==> src/leg_joint_to_servo_pwm_assert.svh <==
// ----------------------------------------------------------------------------
// Assertion macros for the leg joint to servo PWM mapper
// Clocked on clk, disabled while arst_n is low; empty for synthesis.
// ----------------------------------------------------------------------------
`ifndef LEG_JOINT_TO_SERVO_PWM_ASSERT_SVH
`define LEG_JOINT_TO_SERVO_PWM_ASSERT_SVH
`ifndef SYNTHESIS
`define LJ2S_ASSERT_IMP(lbl, ante, cons) \
	lbl: assert property (@(posedge clk) disable iff (!arst_n) (ante) |-> (cons)) \
		else $error("lj2s check failed");
`define LJ2S_ASSERT_NXT(lbl, ante, cons) \
	lbl: assert property (@(posedge clk) disable iff (!arst_n) (ante) |=> (cons)) \
		else $error("lj2s check failed");
`else
`define LJ2S_ASSERT_IMP(lbl, ante, cons)
`define LJ2S_ASSERT_NXT(lbl, ante, cons)
`endif
`endif

==> src/lj2s_pkg.sv <==
// ----------------------------------------------------------------------------
// lj2s_pkg
// Types and constants shared by the leg joint to servo PWM mapper.
// ----------------------------------------------------------------------------
`default_nettype none

package lj2s_pkg;

	localparam int ANG_W = 18;

	// angles in degrees, 8 fraction bits
	localparam logic signed [19:0] DEG90  = 20'sd23040;
	localparam logic signed [26:0] DEG180 = 27'sd46080;

	// curve coefficients with 24 fraction bits
	localparam logic [16:0] CURVE_A = 17'd111552;
	localparam logic [22:0] CURVE_B = 23'd7405463;
	// constant term at 40 fraction bits plus the rounding half
	localparam logic [57:0] CURVE_K = (58'd92778004 << 16) + (58'd1 << 31);

	// duty mapping: 102 + floor(d * 409 / 46080), 46080 = 1024 * 45
	localparam logic [8:0]  DUTY_SPAN = 9'd409;
	localparam logic [12:0] DUTY_MIN  = 13'd102;
	localparam logic [12:0] DUTY_MAX  = 13'd511;
	localparam logic [22:0] RECIP45   = 23'd5965233;

	typedef enum logic [1:0] {
		BEAT_HIP   = 2'd0,
		BEAT_THIGH = 2'd1,
		BEAT_SHANK = 2'd2
	} beat_t;

	typedef struct packed {
		logic [1:0]              leg;
		logic                    ik_mode;
		logic signed [ANG_W-1:0] rest_hip;
		logic signed [ANG_W-1:0] rest_thigh;
		logic signed [ANG_W-1:0] rest_shank;
		logic signed [ANG_W-1:0] hip_offset;
		logic signed [ANG_W-1:0] thigh_angle;
		logic signed [ANG_W-1:0] shank_angle;
		logic signed [ANG_W-1:0] shank_trim;
		logic signed [ANG_W-1:0] crawl_comp;
	} item_t;

	typedef struct packed {
		logic [3:0] lch;
		logic       board;
		logic [2:0] bch;
		logic       last;
	} side_t;

endpackage

`default_nettype wire

==> src/lj2s_if.sv <==
// ----------------------------------------------------------------------------
// lj2s channel interfaces
// Joint input, configuration write and servo result channels.
// ----------------------------------------------------------------------------
`default_nettype none

interface lj2s_in_if;
	logic                                    valid;
	logic                                    ready;
	logic [1:0]                              leg;
	logic                                    ik_mode;
	logic signed [lj2s_pkg::ANG_W-1:0]       rest_hip;
	logic signed [lj2s_pkg::ANG_W-1:0]       rest_thigh;
	logic signed [lj2s_pkg::ANG_W-1:0]       rest_shank;
	logic signed [lj2s_pkg::ANG_W-1:0]       hip_offset;
	logic signed [lj2s_pkg::ANG_W-1:0]       thigh_angle;
	logic signed [lj2s_pkg::ANG_W-1:0]       shank_angle;
	logic signed [lj2s_pkg::ANG_W-1:0]       shank_trim;
	logic signed [lj2s_pkg::ANG_W-1:0]       crawl_comp;
	modport source(output valid, leg, ik_mode, rest_hip, rest_thigh, rest_shank, hip_offset,
		thigh_angle, shank_angle, shank_trim, crawl_comp, input ready);
	modport sink(input valid, leg, ik_mode, rest_hip, rest_thigh, rest_shank, hip_offset,
		thigh_angle, shank_angle, shank_trim, crawl_comp, output ready);
endinterface

interface lj2s_cfg_if;
	logic                              valid;
	logic                              ready;
	logic signed [lj2s_pkg::ANG_W-1:0] curve_bias;
	modport source(output valid, curve_bias, input ready);
	modport sink(input valid, curve_bias, output ready);
endinterface

interface lj2s_out_if;
	logic        valid;
	logic        ready;
	logic [3:0]  logical_channel;
	logic        board_select;
	logic [2:0]  board_channel;
	logic [12:0] on_count;
	logic [12:0] off_count;
	logic        last_of_leg;
	modport source(output valid, logical_channel, board_select, board_channel, on_count,
		off_count, last_of_leg, input ready);
	modport sink(input valid, logical_channel, board_select, board_channel, on_count,
		off_count, last_of_leg, output ready);
endinterface

`default_nettype wire

==> src/leg_joint_to_servo_pwm.sv <==
// ----------------------------------------------------------------------------
// leg_joint_to_servo_pwm
// Maps one leg's joint angles to hip, thigh and shank servo PWM counts.
// ----------------------------------------------------------------------------
// The input register issues the three beats of an item (hip, thigh, shank) into an
// 8-stage pipeline and can accept the next item as the shank beat issues; one result
// per cycle leaves while servo.ready does not stall the output.
// Reset clears all valid bits and sets the curve bias to zero.
`default_nettype none

`include "leg_joint_to_servo_pwm_assert.svh"

module leg_joint_to_servo_pwm (
	input  wire logic clk,
	input  wire logic arst_n,
	lj2s_in_if.sink   joint,
	lj2s_cfg_if.sink  cfg,
	lj2s_out_if.source servo
);

	logic                       en;
	logic signed [17:0]         bias_q;
	logic                       hold_vld_q;
	lj2s_pkg::beat_t            cnt_q;
	lj2s_pkg::item_t            item_q;

	logic vld_s1, vld_s2, vld_s3, vld_s4, vld_s5, vld_s6, vld_s7, vld_s8;
	lj2s_pkg::side_t side_s1, side_s2, side_s3, side_s4, side_s5, side_s6, side_s7, side_s8;
	logic signed [19:0] t_s1, base_s1, base_s2, base_s3, base_s4;
	logic curve_s1, curve_s2, curve_s3, curve_s4;
	logic neg_s1, neg_s2, neg_s3, neg_s4;
	logic signed [25:0] c_s4;
	logic [15:0] d_s5;
	logic [8:0]  q_s7;
	logic [12:0] off_s8;

	logic               left, rear;
	logic signed [19:0] base;
	logic signed [26:0] ang;
	lj2s_pkg::side_t    side;

	// advance whenever the output register is free or being taken
	assign en = !vld_s8 || servo.ready;
	assign joint.ready = !hold_vld_q || (en && cnt_q == lj2s_pkg::BEAT_SHANK);
	assign cfg.ready = 1'b1;

	// write the bias register
	always_ff @(posedge clk or negedge arst_n) begin
		if (!arst_n) begin
			bias_q <= '0;
		end else if (cfg.valid) begin
			bias_q <= cfg.curve_bias;
		end
	end

	// hold the item and count its three beats
	always_ff @(posedge clk or negedge arst_n) begin
		if (!arst_n) begin
			hold_vld_q <= 1'b0;
			cnt_q      <= lj2s_pkg::BEAT_HIP;
		end else if (joint.valid && joint.ready) begin
			hold_vld_q <= 1'b1;
			cnt_q      <= lj2s_pkg::BEAT_HIP;
		end else if (en && hold_vld_q) begin
			case (cnt_q)
				lj2s_pkg::BEAT_HIP: begin
					cnt_q <= lj2s_pkg::BEAT_THIGH;
				end
				lj2s_pkg::BEAT_THIGH: begin
					cnt_q <= lj2s_pkg::BEAT_SHANK;
				end
				default: begin
					hold_vld_q <= 1'b0;
					cnt_q      <= lj2s_pkg::BEAT_HIP;
				end
			endcase
		end
	end

	always_ff @(posedge clk) begin
		if (joint.valid && joint.ready) begin
			item_q <= '{leg: joint.leg, ik_mode: joint.ik_mode, rest_hip: joint.rest_hip,
				rest_thigh: joint.rest_thigh, rest_shank: joint.rest_shank,
				hip_offset: joint.hip_offset, thigh_angle: joint.thigh_angle,
				shank_angle: joint.shank_angle, shank_trim: joint.shank_trim,
				crawl_comp: joint.crawl_comp};
		end
	end

	// stage 1: channel numbers and the angle without the curve
	assign left = item_q.leg == 2'd0 || item_q.leg == 2'd3;
	assign rear = item_q.leg[1];

	always_comb begin
		side.board = !left;
		side.bch   = (rear ? 3'd3 : 3'd0) + 3'(cnt_q);
		side.lch   = (left ? 4'd0 : 4'd6) + (rear ? 4'd3 : 4'd0) + 4'(cnt_q);
		side.last  = cnt_q == lj2s_pkg::BEAT_SHANK;
		case (cnt_q)
			lj2s_pkg::BEAT_HIP: begin
				base = 20'(item_q.rest_hip) + 20'(item_q.hip_offset);
			end
			lj2s_pkg::BEAT_THIGH: begin
				if (!item_q.ik_mode) begin
					base = 20'(item_q.rest_thigh);
				end else if (left) begin
					base = 20'(item_q.rest_thigh) + lj2s_pkg::DEG90 - 20'(item_q.thigh_angle);
				end else begin
					base = 20'(item_q.rest_thigh) - lj2s_pkg::DEG90 + 20'(item_q.thigh_angle);
				end
			end
			default: begin
				if (!item_q.ik_mode) begin
					base = 20'(item_q.rest_shank);
				end else if (left) begin
					base = 20'(item_q.rest_shank) - lj2s_pkg::DEG90 + 20'(item_q.crawl_comp);
				end else begin
					base = 20'(item_q.rest_shank) + lj2s_pkg::DEG90 + 20'(item_q.crawl_comp);
				end
			end
		endcase
	end

	// valid bits
	always_ff @(posedge clk or negedge arst_n) begin
		if (!arst_n) begin
			{vld_s1, vld_s2, vld_s3, vld_s4, vld_s5, vld_s6, vld_s7, vld_s8} <= '0;
		end else if (en) begin
			{vld_s1, vld_s2, vld_s3, vld_s4, vld_s5, vld_s6, vld_s7, vld_s8} <=
				{hold_vld_q, vld_s1, vld_s2, vld_s3, vld_s4, vld_s5, vld_s6, vld_s7};
		end
	end

	// payload stages
	always_ff @(posedge clk) begin
		if (en) begin
			t_s1     <= 20'(item_q.shank_angle) + 20'(bias_q) + 20'(item_q.shank_trim);
			base_s1  <= base;
			curve_s1 <= item_q.ik_mode && cnt_q == lj2s_pkg::BEAT_SHANK;
			neg_s1   <= !left;
			side_s1  <= side;
			base_s2  <= base_s1;
			curve_s2 <= curve_s1;
			neg_s2   <= neg_s1;
			side_s2  <= side_s1;
			base_s3  <= base_s2;
			curve_s3 <= curve_s2;
			neg_s3   <= neg_s2;
			side_s3  <= side_s2;
			base_s4  <= base_s3;
			curve_s4 <= curve_s3;
			neg_s4   <= neg_s3;
			side_s4  <= side_s3;
			side_s5  <= side_s4;
			side_s6  <= side_s5;
			side_s7  <= side_s6;
			side_s8  <= side_s7;
			off_s8   <= lj2s_pkg::DUTY_MIN + 13'(q_s7);
		end
	end

	lj2s_curve u_curve (
		.clk  (clk),
		.en   (en),
		.t_s1 (t_s1),
		.c_s4 (c_s4)
	);

	// stage 5: apply the curve and clamp to 0..180 degrees
	always_comb begin
		ang = 27'(base_s4);
		if (curve_s4) begin
			ang = neg_s4 ? ang - 27'(c_s4) : ang + 27'(c_s4);
		end
	end

	always_ff @(posedge clk) begin
		if (en) begin
			if (ang < 27'sd0) begin
				d_s5 <= '0;
			end else if (ang > lj2s_pkg::DEG180) begin
				d_s5 <= lj2s_pkg::DEG180[15:0];
			end else begin
				d_s5 <= ang[15:0];
			end
		end
	end

	lj2s_duty u_duty (
		.clk  (clk),
		.en   (en),
		.d_s5 (d_s5),
		.q_s7 (q_s7)
	);

	// drive the result channel
	assign servo.valid           = vld_s8;
	assign servo.logical_channel = side_s8.lch;
	assign servo.board_select    = side_s8.board;
	assign servo.board_channel   = side_s8.bch;
	assign servo.on_count        = '0;
	assign servo.off_count       = off_s8;
	assign servo.last_of_leg     = side_s8.last;

	`LJ2S_ASSERT_IMP(a_ready_on_last, hold_vld_q && joint.ready, en && cnt_q == lj2s_pkg::BEAT_SHANK)
	`LJ2S_ASSERT_NXT(a_accept_loads, joint.valid && joint.ready, hold_vld_q && cnt_q == lj2s_pkg::BEAT_HIP)
	`LJ2S_ASSERT_IMP(a_duty_range, vld_s8, off_s8 >= lj2s_pkg::DUTY_MIN && off_s8 <= lj2s_pkg::DUTY_MAX)
	`LJ2S_ASSERT_NXT(a_stall_holds, vld_s8 && !servo.ready, vld_s8 && $stable(off_s8) && $stable(side_s8))

endmodule

`default_nettype wire

==> src/lj2s_curve.sv <==
// ----------------------------------------------------------------------------
// lj2s_curve
// Three-stage shank curve a*t*t + b*t + c, rounded to 8 fraction bits.
// ----------------------------------------------------------------------------
`default_nettype none

module lj2s_curve (
	input  wire logic               clk,
	input  wire logic               en,
	input  wire logic signed [19:0] t_s1,
	output logic signed [25:0]      c_s4
);

	logic signed [39:0] tt;
	logic signed [43:0] bt;
	logic [37:0]        tt_s2;
	logic signed [43:0] bt_s2;
	logic [35:0]        ph_s3;
	logic [35:0]        pl_s3;
	logic signed [43:0] bt_s3;
	logic [57:0]        acc;

	// square and linear products
	assign tt = t_s1 * t_s1;
	assign bt = $signed({1'b0, lj2s_pkg::CURVE_B}) * t_s1;

	// split the square so each product stays narrow
	always_ff @(posedge clk) begin
		if (en) begin
			tt_s2 <= tt[37:0];
			bt_s2 <= bt;
			ph_s3 <= lj2s_pkg::CURVE_A * tt_s2[37:19];
			pl_s3 <= lj2s_pkg::CURVE_A * tt_s2[18:0];
			bt_s3 <= bt_s2;
			c_s4  <= $signed(acc[57:32]);
		end
	end

	// sum at 40 fraction bits, half added for rounding
	assign acc = 58'({ph_s3, 19'b0}) + 58'(pl_s3) + (58'(bt_s3) << 8) + lj2s_pkg::CURVE_K;

endmodule

`default_nettype wire

==> src/lj2s_duty.sv <==
// ----------------------------------------------------------------------------
// lj2s_duty
// Two-stage scale of a clamped angle: floor(d * 409 / 46080).
// ----------------------------------------------------------------------------
`default_nettype none

module lj2s_duty (
	input  wire logic        clk,
	input  wire logic        en,
	input  wire logic [15:0] d_s5,
	output logic [8:0]       q_s7
);

	logic [24:0] x;
	logic [14:0] y_s6;
	logic [37:0] p;

	// scale by 409 and drop the power-of-two part of 46080
	assign x = d_s5 * lj2s_pkg::DUTY_SPAN;
	// divide by 45 through the reciprocal, exact for y below 2^15
	assign p = y_s6 * lj2s_pkg::RECIP45;

	always_ff @(posedge clk) begin
		if (en) begin
			y_s6 <= x[24:10];
			q_s7 <= p[36:28];
		end
	end

endmodule

`default_nettype wire

==> src/flat_wrapper.sv <==
// flat-port wrapper written by rule: the top's interface ports become plain ports
module leg_joint_to_servo_pwm_flat 
  (clk, arst_n, joint_valid, joint_leg, joint_ik_mode, joint_rest_hip, joint_rest_thigh, joint_rest_shank, joint_hip_offset, joint_thigh_angle, joint_shank_angle, joint_shank_trim, joint_crawl_comp, joint_ready, cfg_valid, cfg_curve_bias, cfg_ready, servo_valid, servo_logical_channel, servo_board_select, servo_board_channel, servo_on_count, servo_off_count, servo_last_of_leg, servo_ready);
  lj2s_in_if joint_i ();
  lj2s_cfg_if cfg_i ();
  lj2s_out_if servo_i ();
  input  wire logic clk;
  input  wire logic arst_n;
  input wire logic [$bits(joint_i.valid)-1:0] joint_valid;
  input wire logic [$bits(joint_i.leg)-1:0] joint_leg;
  input wire logic [$bits(joint_i.ik_mode)-1:0] joint_ik_mode;
  input wire logic [$bits(joint_i.rest_hip)-1:0] joint_rest_hip;
  input wire logic [$bits(joint_i.rest_thigh)-1:0] joint_rest_thigh;
  input wire logic [$bits(joint_i.rest_shank)-1:0] joint_rest_shank;
  input wire logic [$bits(joint_i.hip_offset)-1:0] joint_hip_offset;
  input wire logic [$bits(joint_i.thigh_angle)-1:0] joint_thigh_angle;
  input wire logic [$bits(joint_i.shank_angle)-1:0] joint_shank_angle;
  input wire logic [$bits(joint_i.shank_trim)-1:0] joint_shank_trim;
  input wire logic [$bits(joint_i.crawl_comp)-1:0] joint_crawl_comp;
  output wire logic [$bits(joint_i.ready)-1:0] joint_ready;
  input wire logic [$bits(cfg_i.valid)-1:0] cfg_valid;
  input wire logic [$bits(cfg_i.curve_bias)-1:0] cfg_curve_bias;
  output wire logic [$bits(cfg_i.ready)-1:0] cfg_ready;
  output wire logic [$bits(servo_i.valid)-1:0] servo_valid;
  output wire logic [$bits(servo_i.logical_channel)-1:0] servo_logical_channel;
  output wire logic [$bits(servo_i.board_select)-1:0] servo_board_select;
  output wire logic [$bits(servo_i.board_channel)-1:0] servo_board_channel;
  output wire logic [$bits(servo_i.on_count)-1:0] servo_on_count;
  output wire logic [$bits(servo_i.off_count)-1:0] servo_off_count;
  output wire logic [$bits(servo_i.last_of_leg)-1:0] servo_last_of_leg;
  input wire logic [$bits(servo_i.ready)-1:0] servo_ready;
  assign joint_i.valid = joint_valid;
  assign joint_i.leg = joint_leg;
  assign joint_i.ik_mode = joint_ik_mode;
  assign joint_i.rest_hip = joint_rest_hip;
  assign joint_i.rest_thigh = joint_rest_thigh;
  assign joint_i.rest_shank = joint_rest_shank;
  assign joint_i.hip_offset = joint_hip_offset;
  assign joint_i.thigh_angle = joint_thigh_angle;
  assign joint_i.shank_angle = joint_shank_angle;
  assign joint_i.shank_trim = joint_shank_trim;
  assign joint_i.crawl_comp = joint_crawl_comp;
  assign joint_ready = joint_i.ready;
  assign cfg_i.valid = cfg_valid;
  assign cfg_i.curve_bias = cfg_curve_bias;
  assign cfg_ready = cfg_i.ready;
  assign servo_valid = servo_i.valid;
  assign servo_logical_channel = servo_i.logical_channel;
  assign servo_board_select = servo_i.board_select;
  assign servo_board_channel = servo_i.board_channel;
  assign servo_on_count = servo_i.on_count;
  assign servo_off_count = servo_i.off_count;
  assign servo_last_of_leg = servo_i.last_of_leg;
  assign servo_i.ready = servo_ready;
  leg_joint_to_servo_pwm u_core (.clk(clk), .arst_n(arst_n), .joint(joint_i), .cfg(cfg_i), .servo(servo_i));
endmodule
==> config.mk <==
export PLATFORM = sky130hd
export DESIGN_NAME = leg_joint_to_servo_pwm_flat
export DESIGN_NICKNAME = d
export VERILOG_FILES = /design/src/lj2s_pkg.sv /design/src/lj2s_if.sv /design/src/leg_joint_to_servo_pwm.sv /design/src/lj2s_curve.sv /design/src/lj2s_duty.sv /design/src/flat_wrapper.sv
export VERILOG_INCLUDE_DIRS = /design/src /design/src/src
export SDC_FILE = /design/constraint.sdc
export NUM_CORES = 2
export LEC_CHECK = 0
export BUFFER_PORTS_ARGS = -buffer_cell sky130_fd_sc_hd__clkbuf_2
export CORE_MARGIN = 5
export CORE_UTILIZATION = 55
export DETAILED_ROUTE_END_ITERATION = 16
export PLACE_DENSITY = 0.75
export SLEW_MARGIN = 20
export SYNTH_ARGS = -nofsm -noshare
export SYNTH_HDL_FRONTEND = slang
export SYNTH_SLANG_ARGS = --single-unit
==> constraint.sdc <==
create_clock -name clk -period 13.18 [get_ports clk]
set_input_delay 2.636 -clock clk [delete_from_list [all_inputs] [get_ports clk]]
set_output_delay 2.636 -clock clk [all_outputs]
set_load 0.01 [all_outputs]
; Yosys cells after proc, flatten, opt, wreduce, memory -nomap -nowiden
; Index checks and enable logic that the tools add are counted.
; Widths: inputs -> output; s select.
[op_classes]
n_addsub = 20
n_reduce_logical = 16
muxes = 17
mul = 6
order_cmp = 2
eq_ne = 4
[op_table]
columns = op, n
row1 = $add 19x18->20, 4
row2 = $mux 20, 4
row3 = $mul 11x19->30 const A, 2
row4 = $add 57x52->58, 1
row5 = $add 58x43->58 const B, 1
row6 = $add 55x36->56, 1
row7 = $mux 27, 2
row8 = $mul 24x20->44 const A, 1
row9 = $pmux 20 s2, 1
row10 = $add 18x16->19 const B, 2
row11 = $add 18x18->19, 2
row12 = $mul 20x20->38, 1
row13 = $sub 18x16->19 const B, 2
row14 = $mul 15x23->37 const B, 1
row15 = $add 20x26->27, 1
row16 = $gt 27x17->1 const B, 1
row17 = $lt 27x1->1 const B, 1
row18 = $sub 20x26->27, 1
row19 = $mul 16x9->25 const B, 1
row20 = $sub 19x18->20, 1
row21 = $mux 16, 1
row22 = $add 7x9->10 const A, 1
row23 = $mux 2, 4
row24 = $add 4x2->4, 1
row25 = 15 further kinds, 27
[totals]
ff_bits = 617
output_inout_bits = 38
input_bits = 170
word_cells = 138

; Longest topological paths before layout
[depth]
word_depth = 7
depth_mapped = 29
ltp_nobuf = 29

; Modules after synthesis
; A second synthesis with hierarchy kept.
[unflattened]
hier_cells = 6393
area_unflattened_um2 = 68051.5
[modules_own_cells]
columns = mod, cells_per_inst, n_inst, seq_area_each_um2, area_each_um2
row1 = lj2s_curve, 3832, 1, 6246.0, 39580.5
row2 = leg_joint_to_servo_pwm, 1802, 1, 10965.5, 21030.2
row3 = lj2s_duty, 759, 1, 720.7, 7440.9

; Worst setup path after synthesis
; OpenSTA, ideal clock, no wires.
[synth_path]
kind = input -> register
from = input servo_ready
to = register u_core.vld_s3
required_time_ps = 13050
path_stages = 3
path_buffers = 1
arrival_time_ps = 16099
setup_slack_ps = -3049
setup_ps = 130
path_cell_list = nand2b_1 buf_1 mux2_2
[synth_via]
elab_chain_len = 1
[synth_lines]
columns = item, line
row1 = from (decl), flat_wrapper.sv:31  ; input wire logic [$bits(servo_i.ready)-1:0] servo_ready;
row2 = $logic_or 1x1->1, leg_joint_to_servo_pwm.sv:43  ; assign en = !vld_s8 || servo.ready;
row3 = net u_core.en, leg_joint_to_servo_pwm.sv:21  ; logic en;
row4 = to (signal assigned), leg_joint_to_servo_pwm.sv:129  ; {vld_s1, vld_s2, vld_s3, vld_s4, vld_s5, vld_s6, vld_s7, vld_s8} <=
row5 = to (decl), leg_joint_to_servo_pwm.sv:27  ; logic vld_s1, vld_s2, vld_s3, vld_s4, vld_s5, vld_s6, vld_s7, vld_s8;
; The timed path passes the listed nets, and every way through them passes these cells.
; A chain may end at the register's enable or synchronous reset.

; Worst setup path in the final report
[layout_path]
from = register u_core.t_s1[2]
to = register u_core.u_curve.tt_s2[36], data pin
[layout_via]
elab_chain_len = 1
[layout_lines]
columns = item, line
row1 = from (decl), leg_joint_to_servo_pwm.sv:29  ; logic signed [19:0] t_s1, base_s1, base_s2, base_s3, base_s4;
row2 = from (signal assigned), leg_joint_to_servo_pwm.sv:137  ; t_s1 <= 20'(item_q.shank_angle) + 20'(bias_q) + 20'(item_q.shank_trim);
row3 = $mul 20x20->38, lj2s_curve.sv:24  ; assign tt = t_s1 * t_s1;
row4 = net u_core.u_curve.tt[36], lj2s_curve.sv:14  ; logic signed [39:0] tt;
row5 = to (signal assigned), lj2s_curve.sv:30  ; tt_s2 <= tt[37:0];
row6 = to (decl), lj2s_curve.sv:16  ; logic [37:0] tt_s2;
; The timed path passes the listed nets, and every way through them passes these cells.

==> summary.txt <==
Run status
  • Status: complete, no violations

CTS
  • CTS root buf: clkbuf_16
  • Post-CTS resize count: 0
  • Hold buffers post-CTS: 0
  • TritonCTS Sinks: 602
  • TritonCTS Buffers: 74
  • CTS H-tree lvls: 3
  • Worst-path clk slew: about 0.06 ns
  • CTS tree: done
  • Worst skew pair latency: between 0.6 and 0.7 ns
  • CTS max path bufs: 3
  • Post-CTS setup buffer count: 0

Route
  • Residual DRC: 0
  • WL/cell: approximately 18 um
  • Vias per inst: 5.38
  • Routed WL: between 100,000 and 150,000 um
  • Vias: 43,100
  • DRT Pass-1 Iters: 5
  • Iteration-0 DRC Markers: ~2,700
  • Post-DRT Antenna Nets: 0

Global routing
  • Pin count of the biggest net entering global routing: 167
  • Grt ovf: 0
  • Initial antenna violation count: 2
  • First-pass GRT wire length: ~240,000 um
  • Tot GR Track Use: 0.233
  • Vias in the first global route: 45,900

Setup path
  • R2R Setup Slk: between 4 and 5 ns
  • CP endpoint kind: register
  • Max FO, Critical Path: 20
  • Startpoint types: register
  • Worst setup path class: register to register
  • Worst EP required: ~14 ns
  • Critical Path AT: approximately 8.9 ns

Synthesis
  • Ys flop type: edfxtp_1
  • Post-synth ARST share: 0.0482
  • Sequential share of the synthesized area: 0.269
  • Flop and latch count out of synthesis: ~600
  • Count of flip-flops with a built-in enable after synthesis: between 500 and 600
  • Cell Area, Synth: approximately 67,000 um^2
  • Largest area contributor in the netlist: fa_1
  • Synth area leaders: fa_1 (26%), edfxtp_1 (26%), ha_1 (18%), inv_1 (7.8%), xnor2_1 (3.0%)
  • Yosys Warn Count: 0
  • Synth unique cells: slightly below 100
  • Average cell area after synthesis: approximately 11 um^2
  • Share of Yosys cell area claimed by the top area cell type: 0.260
  • Syn Inst Count: roughly 6,000

STA
  • Final Max Slew Viols: 0
  • Slew @ Worst Pin: 1.17 ns
  • Fin crit share: 0.647
  • Final setup viols: 0
  • Worst hold margin: ~0.41 ns
  • Relative slew slack: 0.214
  • Final hold vios: 0
  • Final setup TNS: 0 ns
  • Tmin final: between 8 and 9 ns
  • Highest clock rate: between 0.1 and 0.15 GHz
  • Clock skew: slightly below 0.05 ns
  • RSZ-0062 raised after global routing: false

Layout
  • Multi-input logic area: around 43,000 um^2
  • Layout cells sized above 1: 0.0638
  • Commonest non-fill, non-tap cells in the layout: inv_1 (1,384), ha_1 (963), fa_1 (865), edfxtp_1 (573), nor2_1 (284)
  • Area delta synth->final: 8.19%
  • Fin cells: ~8,000
  • Fillers: about 10,000
  • Register Area: about 18,000 um^2
  • Commonest non-fill, non-tap cell in the layout: inv_1
  • Final nets: approximately 8,300

Placement
  • DP Cell Count: just under 8,000
  • Port-buffer cells: 190
  • GPL Wtd Cong: ~0.93
  • DP HPWL: between 100,000 and 150,000 um

Floorplanning
  • I/O pin cnt: 208
  • Initial cell density of the core: 0.554
  • Die width: roughly 360 um
  • Die H: about 360 um
  • Die area: ~130,000 um^2
  • Rows: 127
  • Core area: roughly 120,000 um^2

Flow run
  • Max Cap Viol: 0

Hold path
  • Hold Crit Class: register to register
==> sequential cells by signal, summed over array words and instances (netlist names), 9 cells and up <==
signal and cells:
u_core.base_s1 20, u_core.base_s2 20, u_core.base_s3 20, u_core.base_s4 20, u_core.bias_q 18, u_core.d_s5 16, u_core.item_q 147, u_core.servo.off_count 10
u_core.t_s1 20, u_core.u_curve.bt_s2 43, u_core.u_curve.bt_s3 44, u_core.u_curve.c_s4 26, u_core.u_curve.ph_s3 30, u_core.u_curve.pl_s3 28, u_core.u_curve.tt_s2 37, u_core.u_duty.q_s7 9
u_core.u_duty.y_s6 15
==> metrics by stage <==
step	worst slack [ns]	area [um^2]	utilization
6_report	4.65	72000	0.599
5_1_grt	4.36	72000	0.599
4_1_cts	4.72	72000	0.599
3_5_place_dp	4.76	69500	0.578
3_3_place_gp	4.93	69500	0.578
2_1_floorplan	3.73	66600	-
==> path summary, 6_finish.rpt <==
| path | start | end | cells past startpoint |
|---|---|---|---|
| setup reg to reg | u_core.t_s1[2] | u_core.u_curve.tt_s2[36] | 25 |
| min in group asynchronous | arst_n | u_core.bias_q[16] | 1 |
| max in group asynchronous | arst_n | u_core.bias_q[0] | 1 |
| hold reg to reg | u_core.base_s2[13] | u_core.base_s3[13] | 0 |
| setup / recovery | u_core.t_s1[2] | u_core.u_curve.tt_s2[36] | 25 |
| hold / removal | u_core.base_s2[13] | u_core.base_s3[13] | 0 |
==> routing by layer <==
layer  up-vias  routed length (um)  track usage
met4         2                5480       0.0834
met5         -                  13            0
met3       288                8760       0.0402
met2      1158               68500        0.386
met1     21100               61900        0.313
li1      20600                   -            -
==> synth_stat cells (41+ instances only) <==
cell,instances
inv_1,1384
ha_1,963
fa_1,865
edfxtp_1,573
nor2_1,284
nand2_1,263
a21oi_1,250
xnor2_1,227
o21ai_0,138
a21o_1,118
xor2_1,89
nor3_1,66
nand3_1,58
clkbuf_1,54
nor2b_1,50
and2_1,44
nand2b_1,44
o21a_1,44
a211oi_1,41
==> layout make-up <==
| class | instances | area share |
|---|---|---|
| Antenna cell | 1 | 0.0000348 |
| Clock buffer | 84 | 0.0264 |
| Clock inverter | 50 | 0.00900 |
| Inverter | 1392 | 0.0726 |
| Multi-Input combinational cell | 4051 | 0.599 |
| Sequential cell | 602 | 0.249 |
| Tap cell | 1612 | 0.0280 |
| Timing Repair Buffer | 219 | 0.0164 |
==> cell families (layout without fill, tap and decap cells) <==
logic type	Yosys count	after routing	share of synthesized area
fa+ha+maj	1828	1828	0.441
buf+inv	1474	1745	0.0843
simple gates	969	969	0.0701
compound gates	868	868	0.0849
flops	602	602	0.269
xor+xnor	317	317	0.0418
mux	49	49	0.00807
other cells	2	21	0.000113
==> critical path, cell delays in order (launching register included) <==
cell and delay (ns):
edfxtp_1 0.74, inv_1 0.49, nor2_1 0.16, fa_1 0.43, fa_1 0.55, inv_1 0.06
fa_1 0.50, inv_1 0.05, fa_1 0.50, inv_1 0.05, fa_1 0.53, inv_1 0.05
fa_1 0.47, inv_1 0.05, fa_1 0.47, inv_1 0.04, ha_1 0.34, a21o_1 0.21
a21oi_1 0.25, a21boi_0 0.16, a211oi_1 0.97, o31a_1 0.39, o21ai_1 0.17, a221o_1 0.35
a31oi_1 0.20, xnor2_1 0.08
Power is left out: the tool's default activity adds up to more than one toggle a clock period on the data nets, which glitch-free logic cannot reach.
